===== config.mk =====
export PLATFORM = sky130hd
export DESIGN_NAME = tmr_front
export DESIGN_NICKNAME = d
export VERILOG_FILES = /design/src/design/tmr_pkg.sv /design/src/design/tmr_front.sv
export SDC_FILE = /design/constraint.sdc
export NUM_CORES = 1
export LEC_CHECK = 0
export BUFFER_PORTS_ARGS = -buffer_cell sky130_fd_sc_hd__buf_4
export CORE_AREA = 2 2 136 138
export DETAILED_ROUTE_END_ITERATION = 12
export DIE_AREA = 0 0 138 140
export GPL_TIMING_DRIVEN = 0
export PLACE_DENSITY = 0.58
export SLEW_MARGIN = 20
export SYNTH_ARGS = -nofsm -noshare
export SYNTH_HDL_FRONTEND = slang
export SYNTH_SLANG_ARGS = --single-unit

===== constraint.sdc =====
create_clock -name clk -period 6.32 [get_ports clk]
set_clock_uncertainty 0.1 [all_clocks]
set_input_delay 0.632 -clock clk [delete_from_list [all_inputs] [get_ports clk]]
set_output_delay 0.632 -clock clk [all_outputs]
set_load 0.02 [all_outputs]

===== src/design/tmr_pkg.sv =====
// Shared types, codes and constants of the tile map pixel renderer.
package tmr_pkg;

	// Default sizes of the stores.
	localparam int TMR_MAP_DIM     = 64;
	localparam int TMR_FRAME_DIM   = 64;
	localparam int TMR_FRAME_SLOTS = 32;
	localparam int TMR_TILE_MAX    = 64;

	// Fixed field widths and internal depths.
	localparam int COORD_W     = 12;
	localparam int TS_W        = 7;
	localparam int DIV_BPS     = 2;
	localparam int QUEUE_DEPTH = 4;
	localparam int OUT_DEPTH   = 32;

	// Tile byte and frame pixel codes.
	localparam logic [7:0] TRANSPARENT_IDX = 8'hFD;
	localparam logic [4:0] ID_SKIP         = 5'd16;
	localparam int         RIVER_BIT       = 5;

	typedef enum logic [2:0] {
		REQ_TILE   = 3'd0,
		REQ_PIX    = 3'd1,
		REQ_SIZE   = 3'd2,
		REQ_PAL    = 3'd3,
		REQ_RENDER = 3'd4
	} req_t;

	typedef enum logic [2:0] {
		CFG_TILE_SIZE   = 3'd0,
		CFG_MAP_WIDTH   = 3'd1,
		CFG_MAP_HEIGHT  = 3'd2,
		CFG_FRAME_COUNT = 3'd3
	} cfg_idx_t;

	// Configuration after clamping to the store limits.
	typedef struct packed {
		logic [6:0] ts;
		logic [6:0] mw;
		logic [6:0] mh;
		logic [5:0] nf;
	} cfg_t;

	// One classified item as it travels from front to back.
	typedef struct packed {
		req_t        kind;
		logic        in_img;
		logic [4:0]  slot;
		logic [11:0] col;
		logic [11:0] row;
		logic [23:0] data;
	} item_t;

	// One rendered pixel, red in the lowest bits.
	typedef struct packed {
		logic       in_bounds;
		logic [7:0] blue;
		logic [7:0] green;
		logic [7:0] red;
	} res_t;

endpackage


===== src/design/tmr_front.sv =====
// Front end: configuration registers, item decode, range checks and image bounds.
module tmr_front import tmr_pkg::*; #(
	parameter int MAP_DIM     = TMR_MAP_DIM,
	parameter int FRAME_DIM   = TMR_FRAME_DIM,
	parameter int FRAME_SLOTS = TMR_FRAME_SLOTS,
	parameter int TILE_MAX    = TMR_TILE_MAX
) (
	input  logic        clk,
	input  logic        arst_n,
	input  logic        in_tvalid,
	output logic        in_tready,
	input  logic [2:0]  in_tuser,
	input  logic [55:0] in_tdata,
	input  logic        cfg_valid,
	output logic        cfg_ready,
	input  logic [2:0]  cfg_index,
	input  logic [7:0]  cfg_data,
	output cfg_t        cfg,
	output logic        q_push,
	output item_t       q_item,
	input  logic        q_full
);

	logic [6:0]  ts_q;
	logic [6:0]  mw_q;
	logic [6:0]  mh_q;
	logic [5:0]  nf_q;
	logic [4:0]  slot;
	logic [11:0] col;
	logic [11:0] row;
	logic [23:0] data;
	logic [13:0] mw_px;
	logic [13:0] mh_px;
	logic        keep;
	logic        inside_px;

	// Configuration registers.
	always_ff @(posedge clk or negedge arst_n) begin
		if (!arst_n) begin
			ts_q <= 7'd16;
			mw_q <= 7'd64;
			mh_q <= 7'd64;
			nf_q <= 6'd0;
		end else if (cfg_valid) begin
			case (cfg_idx_t'(cfg_index))
				CFG_TILE_SIZE:   ts_q <= cfg_data[6:0];
				CFG_MAP_WIDTH:   mw_q <= cfg_data[6:0];
				CFG_MAP_HEIGHT:  mh_q <= cfg_data[6:0];
				CFG_FRAME_COUNT: nf_q <= cfg_data[5:0];
				default: ;
			endcase
		end
	end

	assign cfg_ready = 1'b1;

	// Values above the store limits act as the limits.
	assign cfg.ts = (int'(ts_q) > TILE_MAX) ? 7'(TILE_MAX) : ts_q;
	assign cfg.mw = (int'(mw_q) > MAP_DIM) ? 7'(MAP_DIM) : mw_q;
	assign cfg.mh = (int'(mh_q) > MAP_DIM) ? 7'(MAP_DIM) : mh_q;
	assign cfg.nf = (int'(nf_q) > FRAME_SLOTS) ? 6'(FRAME_SLOTS) : nf_q;

	// Unpack the item.
	assign slot = in_tdata[4:0];
	assign col  = in_tdata[16:5];
	assign row  = in_tdata[28:17];
	assign data = in_tdata[52:29];

	// Image bounds in pixels.
	assign mw_px     = 14'(cfg.mw) * 14'(cfg.ts);
	assign mh_px     = 14'(cfg.mh) * 14'(cfg.ts);
	assign inside_px = (cfg.ts != '0) && (14'(col) < mw_px) && (14'(row) < mh_px);

	// Writes that miss their store and unknown requests are dropped here.
	always_comb begin
		case (req_t'(in_tuser))
			REQ_TILE:   keep = (int'(col) < MAP_DIM) && (int'(row) < MAP_DIM);
			REQ_PIX:    keep = (int'(slot) < FRAME_SLOTS) && (int'(col) < FRAME_DIM) &&
			                   (int'(row) < FRAME_DIM);
			REQ_SIZE:   keep = (int'(slot) < FRAME_SLOTS);
			REQ_PAL:    keep = (int'(col) < 256);
			REQ_RENDER: keep = 1'b1;
			default:    keep = 1'b0;
		endcase
	end

	assign in_tready     = !q_full;
	assign q_push        = in_tvalid && in_tready && keep;
	assign q_item.kind   = req_t'(in_tuser);
	assign q_item.in_img = (req_t'(in_tuser) == REQ_RENDER) && inside_px;
	assign q_item.slot   = slot;
	assign q_item.col    = col;
	assign q_item.row    = row;
	assign q_item.data   = data;

endmodule


* Word level (Yosys, flattened, before mapping)
Index checks and enable logic that the tools add are counted.
** Cells by class
- Divide/modulo/power cells :: 0
- $add $sub $neg :: 0
- Reduce and logical (&&, ||, !) cells :: 16
- Multipliers :: 2
- Bitwise gates (word level) :: 0
- Shifts and indexed selects :: 0
- Magnitude comparators :: 9
- Mux-type cells :: 5
- Equal/unequal tests :: 7
** Operators with widths (number)
- less-than comparator 12 x 14 -> 1 bit :: 2
- multiplier 7 x 7 -> 14 bit :: 2
- less-than comparator 12 x 7 -> 1 bit, second input constant :: 2
- greater-than comparator 7 bit, second input constant :: 3
- two-way mux 7 bit :: 3
- == test 3 x 2 -> 1 bit, second input constant :: 4
- less-than comparator 12 x 9 -> 1 bit, second input constant :: 1
- AND reduction 2 bit :: 4
- nonzero test 7 bit :: 1
- == test 3 x 1 -> 1 bit, second input constant :: 2
- greater-than comparator 6 bit, second input constant :: 1
- logical AND 1 bit :: 6
- logical NOT 3 bit :: 2
- two-way mux 6 bit :: 1
- OR reduction 2 bit :: 2
- == test 3 bit, second input constant :: 1
- one-hot mux 1 bit (3 select lines) :: 1
- logical NOT 1 bit :: 1
** Storage, ports and cells
- Memories :: 0
- Logic and storage cells :: 43
- Input port bits :: 75
- Bits in latches :: 0
- Register bits :: 27
- Memory bits (read-only) :: 0
- Output and inout port bits :: 87
- RAM bits :: 0

* Longest topological paths before layout
- Word-level depth :: 7
- Gate-level depth with buffers :: 26
- Depth with buffers taken out :: 24

* Worst setup path before layout
No wires, ideal clock.
- Path kind :: flip-flop to output port
- From :: register ts_q[6]
- To :: output port q_item[53] in the netlist's numbering
- Buffers on the path :: 2
- Arrival time :: 5955 ps
- Cell stages (with the launch flop) :: 26
- Required time :: 5588 ps
- Setup slack :: -367 ps
- Path through :: dfrtp_1 -> clkbuf_1 -> nand2b_1 -> clkbuf_1 -> clkinv_1 -> nand2_1 -> fa_1 -> fa_1 -> inv_1 -> fa_1 -> inv_1 -> fa_1 -> inv_1 -> ha_1 -> o31a_1 -> a31oi_1 -> o21bai_1 -> a21oi_1 -> xor2_1 -> ha_1 -> and4_1 -> o2111ai_1 -> a21oi_1 -> a2111oi_0 -> a21o_1 -> o32a_1
** RTL lines
- start: declaration :: RTL line tmr_front.sv:24 : logic [6:0] ts_q;
- start signal: assignment :: RTL line tmr_front.sv:46 : CFG_TILE_SIZE: ts_q <= cfg_data[6:0];
- end: declaration :: RTL line tmr_front.sv:20 : output item_t q_item,

==> results.py <==
metrics = {
    "yosys": {
        "syn_nets": 795,
        "synth_edf_count": 0,
        "yosys-top-cells-area": "ha_1 (20%), fa_1 (18%), dfrtp_1 (11%)",
        "synth_commonest_cells": "ha_1 (86), inv_1 (63), buf_4 (57), nor2_1 (51), fa_1 (48)",
        "synthCells": 586,
        "synth_cell_types": 50,
        "async_reset_ff_share_pct": 100,
        "synth_top_area_cell": "ha_1",
        "ys_ff_latch": 27,
        "syn_avg_cell_area_um2": 8.98,
        "synth_area_um2": 5260,
        "yosys_warnings": 0,
        "yosysSeqAreaShare_pct": 12.9,
        "synthFlopType": "dfrtp_1",
        "yosysMostFrequentCell": "ha_1",
        "synth_top_cell_area_share_pct": 20.5,
    },
    "setup_path": {
        "critical_path_arrival_ns": 5.72,
        "reg2reg_to": "ts_q[6]$_DFFE_PN0P_",
        "r2r_setup_slack_ns": 5.12,
        "critPathLaunch": "ts_q[6]$_DFFE_PN0P_",
        "worstSetupPathType": "reg2out",
        "cp_slowest_cell": "fa_1",
        "reg2reg_from": "ts_q[6]$_DFFE_PN0P_",
        "critPathLaunchType": "register",
        "crit_buf_inv": 7,
        "slowest_delay_ns": 0.53,
        "cp-end-kind": "output pin",
        "required_ns": 5.59,
        "path_delay_family": "adder cells",
        "r2r_cells": 3,
        "crit_fanout": 6,
    },
    "routing": {
        "drt_first_pass_iters": 4,
        "wl_met1_um": 6000,
        "num_vias": 4440,
        "dr.first_iter.drc_count": 155,
        "viasPerCell": 4.55,
        "routed.top_layer": "met4",
        "finalWirelength_um": 13400,
        "met3_length_um": 775,
        "wl_per_cell_um": 13.7,
        "drc": 0,
        "wl_met2_um": 6520,
        "ant_nets": 0,
    },
    "cts": {
        "cts.sinks": 27,
        "cts_hold_buffers": 0,
        "clk_path_buf_depth": 2,
        "clk_latency_ns": 0.25,
        "cts_root_buf": "clkbuf_16",
        "clkTransAtPathRegs_ns": 0.06,
        "cts_made_buffers": 3,
        "cts_htree_levels": 1,
        "cts_tree": "built",
    },
    "power": {
        "power_leakage_nw": 3.79,
        "p_per_area_nw_per_um2": 272,
        "irDropWorstVdd_uv": 164,
    },
    "sta": {
        "tightest_slew_ns": 0.847,
        "setup_viol_count_final": 1,
        "period_minus_slack_ns": 6.45,
        "slew_viol_final": 0,
        "hold_violations": 0,
        "max_freq_mhz": 155,
        "post-route-period-util_pct": 102,
        "maxSlewHeadroom_pct": 43.4,
        "tns_ns": -0.134,
        "setup_slack_ns": -0.134,
        "rsz0062_at_grt": "true",
    },
    "grt": {
        "grt_pass1_vias": 4403,
        "grt.total_usage_pct": 13.3,
        "grt_max_degree": 28,
        "gr-total-overflow": 0,
        "antenna_found_initial": 0,
        "grt_pass1_wl_um": 21900,
    },
    "place": {
        "dp_slack_ns": -0.790,
        "gp_congestion": 0.886,
        "io_buffers": 127,
        "detailedPlacementHpwl_um": 10900,
        "dp.cells": 942,
    },
    "final_layout": {
        "finish.utilization_pct": 40.5,
        "finalNonFillerCells": 976,
        "nNetsFinal": 957,
        "final_layout_size_suffix_gt1_share_pct": 42.7,
        "fillers": 1805,
        "synthToLayoutAreaGrowth_pct": 36.8,
        "diodes": 0,
    },
    "floorplan": {
        "die_w_um": 138,
        "coreArea_um2": 17800,
        "fp.dieH_um": 140,
        "placementRows": 49,
        "initial_utilization_pct": 29.6,
        "die_area_um2": 19300,
        "io_pins": 162,
    },
    "run_status": {
        "violations": "setup timing",
        "status": "finished with violations",
    },
    "job": {
        "max_cap_violations": 0,
    },
    "worst_hold_path": {
        "hold_class": "in2async",
    },
}
[how the worst max path moves through the flow]
stage                 end  cells past startpoint
5_1_grt        q_item[53]                     26
6_report       q_item[53]                     25
3_3_place_gp   q_item[53]                     25
3_5_place_dp   q_item[53]                     25
4_1_cts        q_item[53]                     26
2_1_floorplan  q_item[53]                     25
[metal layers]
metal,track usage (%),vias to the layer above
met2,23.3,118
li1,-,2218
met4,1.29,0
met5,0,-
met3,2.09,10
met1,18.1,2094
[logic make-up (layout without fill, tap and decap cells)]
family                     Yosys count  in the layout  synth area share [%]
buffers and inverters              139            300                  14.0
muxes                               27             27                  5.78
xor gates and xnor gates            19             19                  3.16
AOI/OAI and AO/OA                   68             68                  8.92
and+or+nand+nor                    171            171                  16.4
adders and majority gates          134            134                  38.7
DFF                                 27             27                  12.9
other                                1              1                0.0713
[layout by cell type (no fill, tap or decap), drive strengths merged, types with 8 or more instances in the layout]
cell type / instances
xor2: 11
and2: 18
nor2: 51
inv: 63
o21ai: 13
a21oi: 15
dfrtp: 24
xnor2: 8
mux2: 27
buf: 220
ha: 86
fa: 48
clkbuf: 13
nand2: 41
nand2b: 21
a21o: 11
[final cells by class]
type                            count  area [um2]  area share [%]
Clock inverter                      1        5.00          0.0696
Timing Repair Buffer              159        1200            16.6
Buffer                             71         537            7.46
Inverter                           66         288            4.00
Sequential cell                    27         679            9.44
Tap cell                          229         287            3.98
Multi-Input combinational cell    420        4130            57.4
Clock buffer                        3        75.1            1.04
[per-stage QoR]
step	instance area [um2]	hold WS, ns	power [mW]
after floorplan	5290	0.236	1.19
after global placement	6530	0.379	1.55
after detailed placement	6530	0.386	1.55
after CTS	7100	0.187	1.92
after global routing	7200	0.200	2.17
final	7200	0.173	1.96
[state kept, by name (all words and copies together) (netlist names)]
name and cells:
mh_q 7, mw_q 7, ts_q 7, nf_q 6
[what timing repair did]
item,CTS,global route
gates resized for setup,72,17
hold endpoints to repair,0,0
pin swaps,29,13
setup buffers,28,4
setup endpoints to repair,1,1
[report_power, final]
group	total [mW]	switching, mW	internal [mW]
Clock	0.140	0.0550	0.0852
Combinational	1.57	0.821	0.745
Sequential	0.254	0.0397	0.214
Total	1.96	0.916	1.04
Note: power is estimated with default switching activity, not from simulation.
