--- config.mk ---
export PLATFORM = sky130hd
export DESIGN_NAME = tmr_fifo
export DESIGN_NICKNAME = d
export VERILOG_FILES = /design/src/design/tmr_fifo.sv
export SDC_FILE = /design/constraint.sdc
export NUM_CORES = 1
export LEC_CHECK = 0
export BUFFER_PORTS_ARGS = -buffer_cell sky130_fd_sc_hd__buf_2
export CORE_UTILIZATION = 54
export CTS_CLUSTER_DIAMETER = 200
export CTS_CLUSTER_SIZE = 14
export DETAILED_ROUTE_END_ITERATION = 6
export PLACE_DENSITY = 0.84
export SLEW_MARGIN = 20
export SYNTH_ARGS = -nofsm -noshare
export SYNTH_HDL_FRONTEND = slang
export SYNTH_SLANG_ARGS = --single-unit
--- constraint.sdc ---
create_clock -name clk -period 2.07 [get_ports clk]
set_clock_uncertainty 0.15 [all_clocks]
set_input_delay 0 -clock clk [delete_from_list [all_inputs] [get_ports clk]]
set_output_delay 0 -clock clk [all_outputs]
set_load 0.01 [all_outputs]
--- src/design/tmr_fifo.sv ---
// Register-based first-in first-out queue with an occupancy count.
module tmr_fifo #(
	parameter int WIDTH = 8,
	parameter int DEPTH = 4
) (
	input  logic                           clk,
	input  logic                           arst_n,
	input  logic                           push,
	input  logic [WIDTH-1:0]               push_data,
	input  logic                           pop,
	output logic [WIDTH-1:0]               pop_data,
	output logic [$clog2(DEPTH+1)-1:0]     count,
	output logic                           full
);

	localparam int AW = $clog2(DEPTH);
	localparam int CW = $clog2(DEPTH+1);

	logic [WIDTH-1:0] mem_q [DEPTH];
	logic [AW-1:0]    wr_q;
	logic [AW-1:0]    rd_q;
	logic [CW-1:0]    cnt_q;

	// Pointers wrap at the depth; the count tracks occupancy.
	always_ff @(posedge clk or negedge arst_n) begin
		if (!arst_n) begin
			wr_q  <= '0;
			rd_q  <= '0;
			cnt_q <= '0;
		end else begin
			if (push) begin
				wr_q <= (wr_q == AW'(DEPTH-1)) ? '0 : wr_q + AW'(1);
			end
			if (pop) begin
				rd_q <= (rd_q == AW'(DEPTH-1)) ? '0 : rd_q + AW'(1);
			end
			if (push && !pop) begin
				cnt_q <= cnt_q + CW'(1);
			end else if (pop && !push) begin
				cnt_q <= cnt_q - CW'(1);
			end
		end
	end

	// Storage needs no reset.
	always_ff @(posedge clk) begin
		if (push) begin
			mem_q[wr_q] <= push_data;
		end
	end

	assign pop_data = mem_q[rd_q];
	assign count    = cnt_q;
	assign full     = (cnt_q == CW'(DEPTH));

endmodule

## After elaboration in Yosys (flattened, before gate mapping)

Memories as Yosys holds them, arrays and structs flattened.
Index checks and enable logic that the tools add are counted.

| cells by class | value |
|---|---|
| add/subtract/negate cells | 4 |
| $mul | 0 |
| divide/modulo/power cells | 0 |
| magnitude comparators | 0 |
| equal/unequal tests | 3 |
| shift operators | 0 |
| mux-type cells | 6 |
| bitwise gates (word level) | 0 |
| reductions and logical operators | 5 |

Operator list:

| operator | number |
|---|---|
| $mux W3 | 2 |
| $add A2 B1 Y2 const B | 2 |
| $eq A2 B2 Y1 const B | 2 |
| $mux W2 | 2 |
| $add A3 B1 Y3 const B | 1 |
| $eq A3 B3 Y1 const B | 1 |
| $sub A3 B1 Y3 const B | 1 |
| $logic_and A1 B1 Y1 | 2 |
| $logic_not A1 Y1 | 2 |
| $mux W1 | 2 |
| $reduce_bool A2 Y1 | 1 |

| storage, ports and cells | value |
|---|---|
| flip-flop bits (word level) | 7 |
| bits in latches | 0 |
| bits in writable memories | 32 |
| ROM bits | 0 |
| bits of input ports | 12 |
| output and inout port bits | 12 |
| word-level logic and storage cells | 22 |
| memories | 1 |

Memories:

| memory | words | width | read ports | clocked after Yosys merged registers in | wr ports | line | source |
|---|---|---|---|---|---|---|---|
| mem_q | 4 | 8 | 1 | 0 | 1 | 19 | `logic [WIDTH-1:0] mem_q [DEPTH];` |

## Longest topological paths before layout

Gate-level depths: netlist (run 1).

| logic depth | value |
|---|---|
| depth after elaboration | 4 |
| mapped depth | 7 |
| gate-level depth less buffers | 7 |

## Worst setup path before layout (run 1)

Ideal clock, no wire load.

| path | value |
|---|---|
| path type | register to register |
| start point | register cnt_q[0] (netlist: count[0]) |
| end point | register cnt_q[2] (netlist: count[2]) |
| setup time | 0.079 ns |
| data arrival time | 1.258 ns |
| data required time | 1.841 ns |
| slack | 0.582 ns |
| stages on the path, launching flop included | 5 |
| buffers on the path | 0 |
| clock period less this slack | 1.488 ns |
| path through | dfrtp_1 -> fa_1 -> xor2_1 -> nor2_1 -> xor2_1 |

| on the way | value |
|---|---|
| cells in the longest elaborated chain, start to end | 3 |
| elaborated cells between the ends (all ways) | 4 |
| those cells by class | add/sub (2); mux (2) |

RTL lines:

| item | line | source |
|---|---|---|
| start: declaration | 22 | `logic [CW-1:0] cnt_q;` |
| start signal: assignment | 38 | `cnt_q <= cnt_q + CW'(1);` |
| start signal: assignment | 40 | `cnt_q <= cnt_q - CW'(1);` |
| $sub A3 B1 Y3 | 40 |  |
| $mux W3 | 39 | `end else if (pop && !push) begin` |
| $mux W3 * | 37 | `if (push && !pop) begin` |

Mark *: on every way between the ends. The rest lies on a longest branch, timed or not. The select of a mux whose other input is x is not followed.
A chain may end at the register's enable or synchronous reset.

## Worst setup path after layout (run 1)

| path | value |
|---|---|
| start point | register rd_q[0] |
| end point | output pop_data[0] |

| on the way | value |
|---|---|
| cells in the longest elaborated chain, start to end | 1 |

RTL lines:

| item | line | source |
|---|---|---|
| start: declaration | 21 | `logic [AW-1:0] rd_q;` |
| start signal: assignment | 35 | `rd_q <= (rd_q == AW'(DEPTH-1)) ? '0 : rd_q + AW'(1);` |
| $mem_v2 Z4 W8 | - |  |
| end: declaration | 11 | `output logic [WIDTH-1:0] pop_data,` |

No other way between the ends.

==> results_dict.tcl, run 1 <==
set metrics [dict create \
    status "completed" \
    diodes 0 \
    drc 0 \
    drive_above_1_share 0.345 \
    clk_pin_slew_worst_paths_ns 0.10 \
    dpl_worst_slack_ns 0.458 \
    power_switching_w 0.000668 \
    finalWorstSetupSlack_ns 0.321 \
    syn_area_um2 1570 \
    clock_sinks 39 \
    via_per_inst 5.45 \
    h-tree-depth 2 \
    async_reset_ff_frac 0.179 \
    pwr-share-clk 0.158 \
    slew_headroom 0.702 \
    holdWs_ns 0.277 \
    rsz0062_at_grt "no" \
    slew_violations 0 \
    start_kind "flop" \
    hp-class "in2reg" \
    grt_max_degree 12 \
    timing.fmax_mhz 572 \
    track_usage 0.175 \
    cts_setup_buffers 0 \
    hpwl_mm 1.57 \
    fp.dieArea_um2 3120 \
    setup_viol 0 \
    clock_latency_ns 0.33 \
    synth_top_area_frac 0.614 \
    fin_crit_sh 0.845 \
    core_area_um2 2760 \
    syn-num-nets 97 \
    syn_area_per_cell_um2 20.1 \
    ys_seq_elements 39 \
    power.density_nw_per_um2 1180 \
    critical_path_class "reg2out" \
    nets 137 \
    cts_buffer_depth 2 \
    vias 818 \
    die_h_um 55.8 \
    p_int_w 0.00154 \
    ys_warn_count 0 \
    finalNonFillerCells 150 \
    initial_core_util 0.568 \
    synth_most_common_cell "edfxtp_1" \
    row_count 19 \
    routed_wl_mm 2.36 \
    hold_viol_final 0 \
    yosys-top-cells-area "edfxtp_1, mux4_2, dfrtp_1, ha_1, mux2_2" \
    grt_pass1_vias 826 \
    end_kind "output pin" \
    cts-root-buf "clkbuf_4" \
    cts_tree "done" \
    overflow 0 \
    die_w_um 55.8 \
    yosys.area.top_type "edfxtp_1" \
    grt_pass1_wl_mm 3.84 \
    worstPathRequired_ns 1.92 \
    port_buffers 23 \
    synth_edf_count 32 \
    ys_seq_area_frac 0.726 \
    vdd.ir_drop.worst_mv 0.888 \
    yosys-top-cells-count "edfxtp_1, mux4_2, dfrtp_1" \
    yosysUniqueCellTypes 17 \
    multi_input_area_um2 394 \
    synth_ff_type "edfxtp_1" \
    power_leakage_nw 0.717 \
    drt-initial-drc-count 16 \
    io_pins 24 \
    drtPass1Iterations 4 \
    fillCellCount 181 \
    worst_pin_slew_ns 0.447 \
    place_inst 130 \
    regArea_um2 1140 \
    numCtsBuffers 5 \
    worstPathMaxFanout 11 \
    ant_nets 0 \
    utilization 0.680 \
    cp_data_arrival_time_ns 1.60 \
    syn_to_final_growth_pct 19.7 \
    wl_per_cell_um 15.7 \
    p_comb_frac 0.302 \
    min_period_ns 1.75 \
    p_seq_frac 0.540 \
    antenna_found_initial 0 \
    fin_setup_tns_ns 0 \
    place_congestion 0.704 \
    synthCells 78 \
    switching_share 0.302 \
    maxCapViolations 0 \
]
==> timing repair <==
action                                  4_1_cts  5_1_grt
endpoints found under the hold margin        44        0
resized for setup                             0        1
endpoints found under the setup margin        0        8
hold buffers                                 12        0
==> power by group through the flow <==
| stage | logic, W | registers [W] | clock network [W] |
|---|---|---|---|
| 3_5_place_dp | 0.000655 | 0.00122 | 0 |
| 6_report | 0.000667 | 0.00119 | 0.000350 |
| 2_1_floorplan | 0.000528 | 0.00113 | 0 |
| 3_3_place_gp | 0.000641 | 0.00120 | 0 |
| 4_1_cts | 0.000678 | 0.00120 | 0.000364 |
| 5_1_grt | 0.000738 | 0.00123 | 0.000391 |
==> metal layers <==
layer	vias to the layer above	routed length, um	track usage
met1	412	999	0.219
li1	381	-	-
met5	-	0	0
met4	0	23	0.0523
met2	21	1250	0.284
met3	4	89	0.0698
==> critical path: stages, from the launching register on <==
cell and delay, ns:
dfrtp_2 0.58, mux4_2 0.54, buf_2 0.15
==> metrics by stage <==
| step | instance area [um2] | power (W) |
|---|---|---|
| 4_1_cts | 1870 | 0.00224 |
| 2_1_floorplan | 1570 | 0.00166 |
| 3_5_place_dp | 1700 | 0.00187 |
| 6_report | 1870 | 0.00221 |
| 5_1_grt | 1870 | 0.00236 |
| 3_3_place_gp | 1700 | 0.00184 |
==> area by class of cell <==
cell class | instances | share of cell area
Timing Repair Buffer | 35 | 0.126
Clock buffer | 7 | 0.0240
Clock inverter | 1 | 0.00267
Sequential cell | 39 | 0.607
Inverter | 5 | 0.0100
Tap cell | 31 | 0.0207
Multi-Input combinational cell | 32 | 0.210
==> path summary, 6_finish.rpt <==
kind                                       from                    end  slack (ns)  cells past startpoint
setup / recovery            rd_q[0]$_DFFE_PN0P_            pop_data[0]        0.32                      2
hold / removal                     push_data[4]  mem_q[1][4]$_DFFE_PP_        0.28                      2
setup reg to reg            wr_q[1]$_DFFE_PN0P_  mem_q[1][4]$_DFFE_PP_        0.51                      3
hold reg to reg            count[2]$_DFFE_PN0P_   count[2]$_DFFE_PN0P_        0.34                      1
max in group asynchronous                arst_n    rd_q[0]$_DFFE_PN0P_        0.97                      3
min in group asynchronous                arst_n    wr_q[1]$_DFFE_PN0P_        0.52                      3
==> cell families after synthesis <==
family,share of synthesized area
mux,0.137
xor+xnor,0.0168
flops,0.726
compound gates,0.00640
simple gates,0.0312
fa+ha+maj,0.0608
buf+inv,0.0224
==> state kept, by name (all words and copies together), names as in the netlist <==
register  cells
mem_q        32
count         3
rd_q          2
wr_q          2
==> cells in the final DEF (no fill, tap or decap), drive strengths merged, types with 3 or more instances in the layout <==
cell type	n
and2	4
buf	23
dfrtp	7
dlygate4sd3	12
ha	6
clkbuf	7
mux2	3
inv	5
edfxtp	32
mux4	8
Power figures use the tool's default switching activity.
==> inputs of run 2 (changes only) <==
Settings changed: ABC_AREA set to 1, CORE_UTILIZATION 54 to 50, PLACE_DENSITY 0.84 to 0.82.
Clock period 2.07 ns to 1.49 ns, I/O delays scaled along.
==> results_dict.tcl, run 2 <==
set metrics [dict create \
    status "finished with violations" \
    violations "setup timing" \
    fin_crit_sh 1.02 \
    p_seq_frac 0.455 \
    drt-initial-drc-count 51 \
    ys_seq_elements 39 \
    initial_core_util 0.544 \
    diodes 0 \
    die_w_um 60.3 \
    ant_nets 0 \
    ys_warn_count 0 \
    track_usage 0.200 \
    syn_area_um2 1700 \
    hp-class "in2reg" \
    synth_edf_count 32 \
    via_per_inst 4.79 \
    worstPathMaxFanout 17 \
    hold_viol_final 0 \
    power_switching_w 0.00128 \
    die_h_um 60.3 \
    place_congestion 0.727 \
    nets 214 \
    mostFrequentLayoutCells "nand2_1, edfxtp_1, inv_1" \
    drc 0 \
    overflow 0 \
    routed_wl_mm 3.02 \
    slew_headroom 0.778 \
    final_common_cell "nand2_1" \
    ys_seq_area_frac 0.668 \
    timing.fmax_mhz 659 \
    critPathLaunch "rd_q[0]$_DFFE_PN0P_" \
    yosys.area.top_type "edfxtp_1" \
    row_count 20 \
    yosys-top-cells-count "nand2_1, edfxtp_1, inv_1" \
    worst_pin_slew_ns 0.332 \
    rr_startpoint "wr_q[0]$_DFFE_PN0P_" \
    grt_pass1_wl_mm 4.90 \
    switching_share 0.362 \
    clock_sinks 39 \
    drive_above_1_share 0.250 \
    largest_reg_flops 32 \
    hpwl_mm 2.08 \
    wl_per_cell_um 12.6 \
    clk_pin_slew_worst_paths_ns 0.11 \
    critical_path_class "reg2out" \
    synthCells 143 \
    cts_tree "done" \
    slew_violations 0 \
    h-tree-depth 2 \
    vias 1149 \
    cts-root-buf "clkbuf_4" \
    grt_max_degree 18 \
    utilization 0.686 \
    fillCellCount 227 \
    met1_usage 0.220 \
    fin_setup_tns_ns -0.0283 \
    pwr-share-clk 0.141 \
    io_pins 24 \
    cp_data_arrival_time_ns 1.37 \
    port_buffers 23 \
    end_kind "output pin" \
    maxCapViolations 0 \
    fp.dieArea_um2 3640 \
    cts_buffer_depth 2 \
    synth_top_area_frac 0.565 \
    use_met3 0.0455 \
    min_period_ns 1.52 \
    async_reset_ff_frac 0.179 \
    yosys-top-cells-area "edfxtp_1, dfrtp_1, nand2_1, o211ai_1, inv_1" \
    syn-num-nets 162 \
    use_met2 0.339 \
    worstPathRequired_ns 1.34 \
    synth_most_common_cell "nand2_1" \
    top_register "mem_q" \
    synth_ff_type "edfxtp_1" \
    syn_to_final_growth_pct 26.2 \
    power.density_nw_per_um2 1650 \
    p_int_w 0.00225 \
    p_comb_frac 0.404 \
    antenna_found_initial 0 \
    clock_latency_ns 0.33 \
    setup_viol 1 \
    drtPass1Iterations 4 \
    syn_area_per_cell_um2 11.9 \
    finalWorstSetupSlack_ns -0.0283 \
    grt_pass1_vias 1123 \
    vdd.ir_drop.worst_mv 0.802 \
    start_kind "flop" \
    grt.busiest_layer "met2" \
    yosysUniqueCellTypes 18 \
    min_from "push" \
    numCtsBuffers 5 \
    rsz0062_at_grt "yes" \
    core_area_um2 3130 \
    power_leakage_nw 0.976 \
]
run 2: cells by family after synthesis:
logic type / synth area share
buffers and inverters: 0.0898
AOI/OAI and AO/OA: 0.0854
DFF: 0.668
adders and majority gates: 0.0559
and+or+nand+nor: 0.0957
xor gates and xnor gates: 0.00515
run 2: path summary, 6_finish.rpt:
path	slack, ns	end	depth (start not counted)
worst max register to register	0.09	mem_q[2][4]$_DFFE_PP_	5
worst min-delay path	0.03	mem_q[1][2]$_DFFE_PP_	4
max in group asynchronous	0.48	rd_q[1]$_DFFE_PN0P_	3
min in group asynchronous	0.45	count[2]$_DFFE_PN0P_	3
worst min register to register	0.38	count[2]$_DFFE_PN0P_	2
worst max-delay path	-0.03	pop_data[4]	6
run 2: repair_timing:
item                                    in CTS  in global routing
endpoints found under the setup margin       8                  9
setup buffers                                1                  1
resized for setup                            6                  6
hold buffers                                14                  0
hold endpoints to repair                    44                  0
pin swaps                                    0                  1
run 2: routing by layer:
metal / vias up / routed length, um
met4: 0 / 68
met3: 7 / 114
met2: 24 / 1520
li1: 585 / -
met5: - / 0
met1: 533 / 1320
run 2: per-stage QoR:
stage / power (W) / setup slack [ns] / std cells / hold slack [ns] / cell area (um2)
global placement: 0.00281 / 0.122 / 216 / -0.312 / 1900
CTS: 0.00348 / -0.0273 / 239 / 0.0132 / 2120
floorplan: 0.00242 / 0.0959 / 143 / -0.446 / 1700
detailed placement: 0.00290 / 0.0519 / 216 / -0.309 / 1900
global route: 0.00380 / -0.123 / 240 / 0.0560 / 2150
finish: 0.00353 / -0.0283 / 240 / 0.0282 / 2150
run 2: cell type report:
type                       count  area, um2  share of cell area
sequential                    39       1140               0.530
timing repair buffer          49        365               0.170
tap                           44       55.1              0.0257
clock buffer                   5       37.5              0.0175
multi-input combinational     71        424               0.198
clock inverter                 3       15.0             0.00700
inverter                      29        111              0.0519
run 2: worst max-delay path, cell delays in order (launching register included):
cell and delay [ns]:
dfrtp_1 0.40, inv_2 0.10, buf_12 0.15, nand2_2 0.05, o211ai_1 0.09, nand2_1 0.10
buf_2 0.15
run 2: power groups by stage:
stage	combinational (W)	sequential, W	clock (W)
finish	0.00143	0.00161	0.000498
global route	0.00161	0.00163	0.000560
CTS	0.00136	0.00161	0.000512
detailed placement	0.00127	0.00163	0
global placement	0.00121	0.00161	0
floorplan	0.000832	0.00159	0
==> inputs of run 3 (changes only) <==
--- a/config.mk
+++ b/config.mk
@@ -6,11 +6,10 @@
 export NUM_CORES = 1
 export LEC_CHECK = 0
-export ABC_AREA = 1
 export BUFFER_PORTS_ARGS = -buffer_cell sky130_fd_sc_hd__buf_2
-export CORE_UTILIZATION = 50
+export CORE_UTILIZATION = 49
 export CTS_CLUSTER_DIAMETER = 200
 export CTS_CLUSTER_SIZE = 14
 export DETAILED_ROUTE_END_ITERATION = 6
-export PLACE_DENSITY = 0.82
+export PLACE_DENSITY = 0.81
 export SLEW_MARGIN = 20
 export SYNTH_ARGS = -nofsm -noshare
==> constraint.sdc (replaced) <==
create_clock -name clk -period 1.49 [get_ports clk]
set_clock_uncertainty 0.15 [all_clocks]
set_input_delay 0.149 -clock clk [delete_from_list [all_inputs] [get_ports clk]]
set_output_delay 0.149 -clock clk [all_outputs]
set_load 0.01 [all_outputs]
==> results_dict.tcl, run 3 (same netlist as run 1, synthesis figures left out) <==
set metrics [dict create \
    via_per_inst 4.91 \
    setup_viol 9 \
    mostFrequentLayoutCells "edfxtp_1, buf_2, buf_6" \
    placed_area_um2 1830 \
    top_register "mem_q" \
    row_count 20 \
    overflow 0 \
    fillCellCount 205 \
    fp.dieArea_um2 3420 \
    final_common_cell "edfxtp_1" \
    place_congestion 0.706 \
    p_int_w 0.00271 \
    clock_latency_ns 0.34 \
    syn_to_final_growth_pct 37.2 \
    cp_data_arrival_time_ns 1.56 \
    diodes 0 \
    core_area_um2 3050 \
    worstPathMaxFanout 5 \
    hp-class "in2reg" \
    worst_pin_slew_ns 0.274 \
    drive_above_1_share 0.481 \
    violations "setup timing" \
    grt_pass1_vias 841 \
    port_buffers 23 \
    nets 151 \
    die_w_um 58.5 \
    cts_buffer_depth 2 \
    ant_nets 0 \
    initial_core_util 0.513 \
    drc 0 \
    switching_share 0.293 \
    utilization 0.703 \
    pwr-share-clk 0.180 \
    status "finished with violations" \
    routed_wl_mm 2.71 \
    io_pins 24 \
    fin_crit_sh 1.25 \
    maxCapViolations 0 \
    hold_viol_final 0 \
    cts_tree "done" \
    h-tree-depth 2 \
    slew_headroom 0.818 \
    drtPass1Iterations 6 \
    grt_pass1_wl_mm 4.07 \
    critical_path_class "reg2out" \
    grt_max_degree 14 \
    dpl_worst_slack_ns -0.114 \
    fin_area_um2 2150 \
    rsz0062_at_grt "yes" \
    numCtsBuffers 5 \
    p_total_w 0.00383 \
    power.density_nw_per_um2 1790 \
    end_kind "output pin" \
    timing.fmax_mhz 537 \
    vias 869 \
    worstPathRequired_ns 1.19 \
    power_leakage_nw 0.835 \
    largest_reg_flops 32 \
    clk_pin_slew_worst_paths_ns 0.11 \
    finalWorstSetupSlack_ns -0.372 \
    drt-initial-drc-count 25 \
    p_seq_frac 0.422 \
    start_kind "flop" \
    power_switching_w 0.00112 \
    wl_per_cell_um 15.3 \
    vdd.ir_drop.worst_mv 1.08 \
    min_period_ns 1.86 \
    antenna_found_initial 0 \
    p_comb_frac 0.398 \
    die_h_um 58.5 \
    cts-root-buf "clkbuf_4" \
    clock_sinks 39 \
    slew_violations 0 \
    track_usage 0.180 \
    hpwl_mm 1.75 \
]
run 3: cell count changes in the layout (fill, tap and decap cells not counted), moves of 8 or more:
cell      change
o211ai_1     -16
nand2_1      -33
inv_1        -24
buf_2         -9
buf_6        +13
mux4_2        +8
run 3: critical path, cell delays in order, from the launching register on:
cell	delay, ns
dfrtp_1	0.41
buf_6	0.16
mux4_2	0.52
buf_6	0.14
run 3: worst paths after layout:
path                                       from                   end  slack, ns  depth (start not counted)
max                         rd_q[0]$_DFFE_PN0P_           pop_data[7]      -0.37                          3
min                                        push  count[0]$_DFFE_PN0P_       0.06                          3
max reg2reg                count[1]$_DFFE_PN0P_  count[2]$_DFFE_PN0P_      -0.01                          4
min reg2reg                count[2]$_DFFE_PN0P_  count[2]$_DFFE_PN0P_       0.40                          1
max in group asynchronous                arst_n  count[1]$_DFFE_PN0P_       0.47                          3
min in group asynchronous                arst_n  count[2]$_DFFE_PN0P_       0.54                          3
run 3: power by group through the flow:
stage,Sequential [W],Combinational [W],Clock [W]
CTS,0.00162,0.00135,0.000707
global placement,0.00159,0.00114,0
floorplan,0.00157,0.000734,0
detailed placement,0.00162,0.00117,0
finish,0.00162,0.00152,0.000691
global route,0.00165,0.00164,0.000768
run 3: final cells by class:
cell class	instances	area [um2]	share of cell area
clock buffer	5	37.5	0.0175
clock inverter	3	43.8	0.0204
inverter	5	18.8	0.00874
multi-input combinational	32	417	0.194
sequential	39	1140	0.530
tap	44	55.1	0.0256
timing repair buffer	49	437	0.203
run 3: per-stage QoR:
step / cells / hold WS (ns) / TNS, ns
after floorplan: 78 / -0.297 / 0
after global placement: 155 / -0.162 / 0
after detailed placement: 155 / -0.163 / -0.114
after CTS: 175 / 0.00204 / -3.04
after global routing: 177 / 0.0545 / -3.64
final: 177 / 0.0617 / -2.84
run 3: what timing repair did:
item                                    in CTS  in global routing
hold buffers                                10                  2
setup buffers                                2                  0
hold endpoints to repair                    41                  8
pin swaps                                    4                  1
endpoints found under the setup margin      11                 26
resized for setup                            9                 12
run 3: layer usage:
layer  part of all wire  track usage  vias up
met5                  0            0        -
met4              0.022       0.0918        0
met3              0.037       0.0681        6
met2               0.52        0.292       20
met1               0.42        0.211      439
li1                   -            -      404
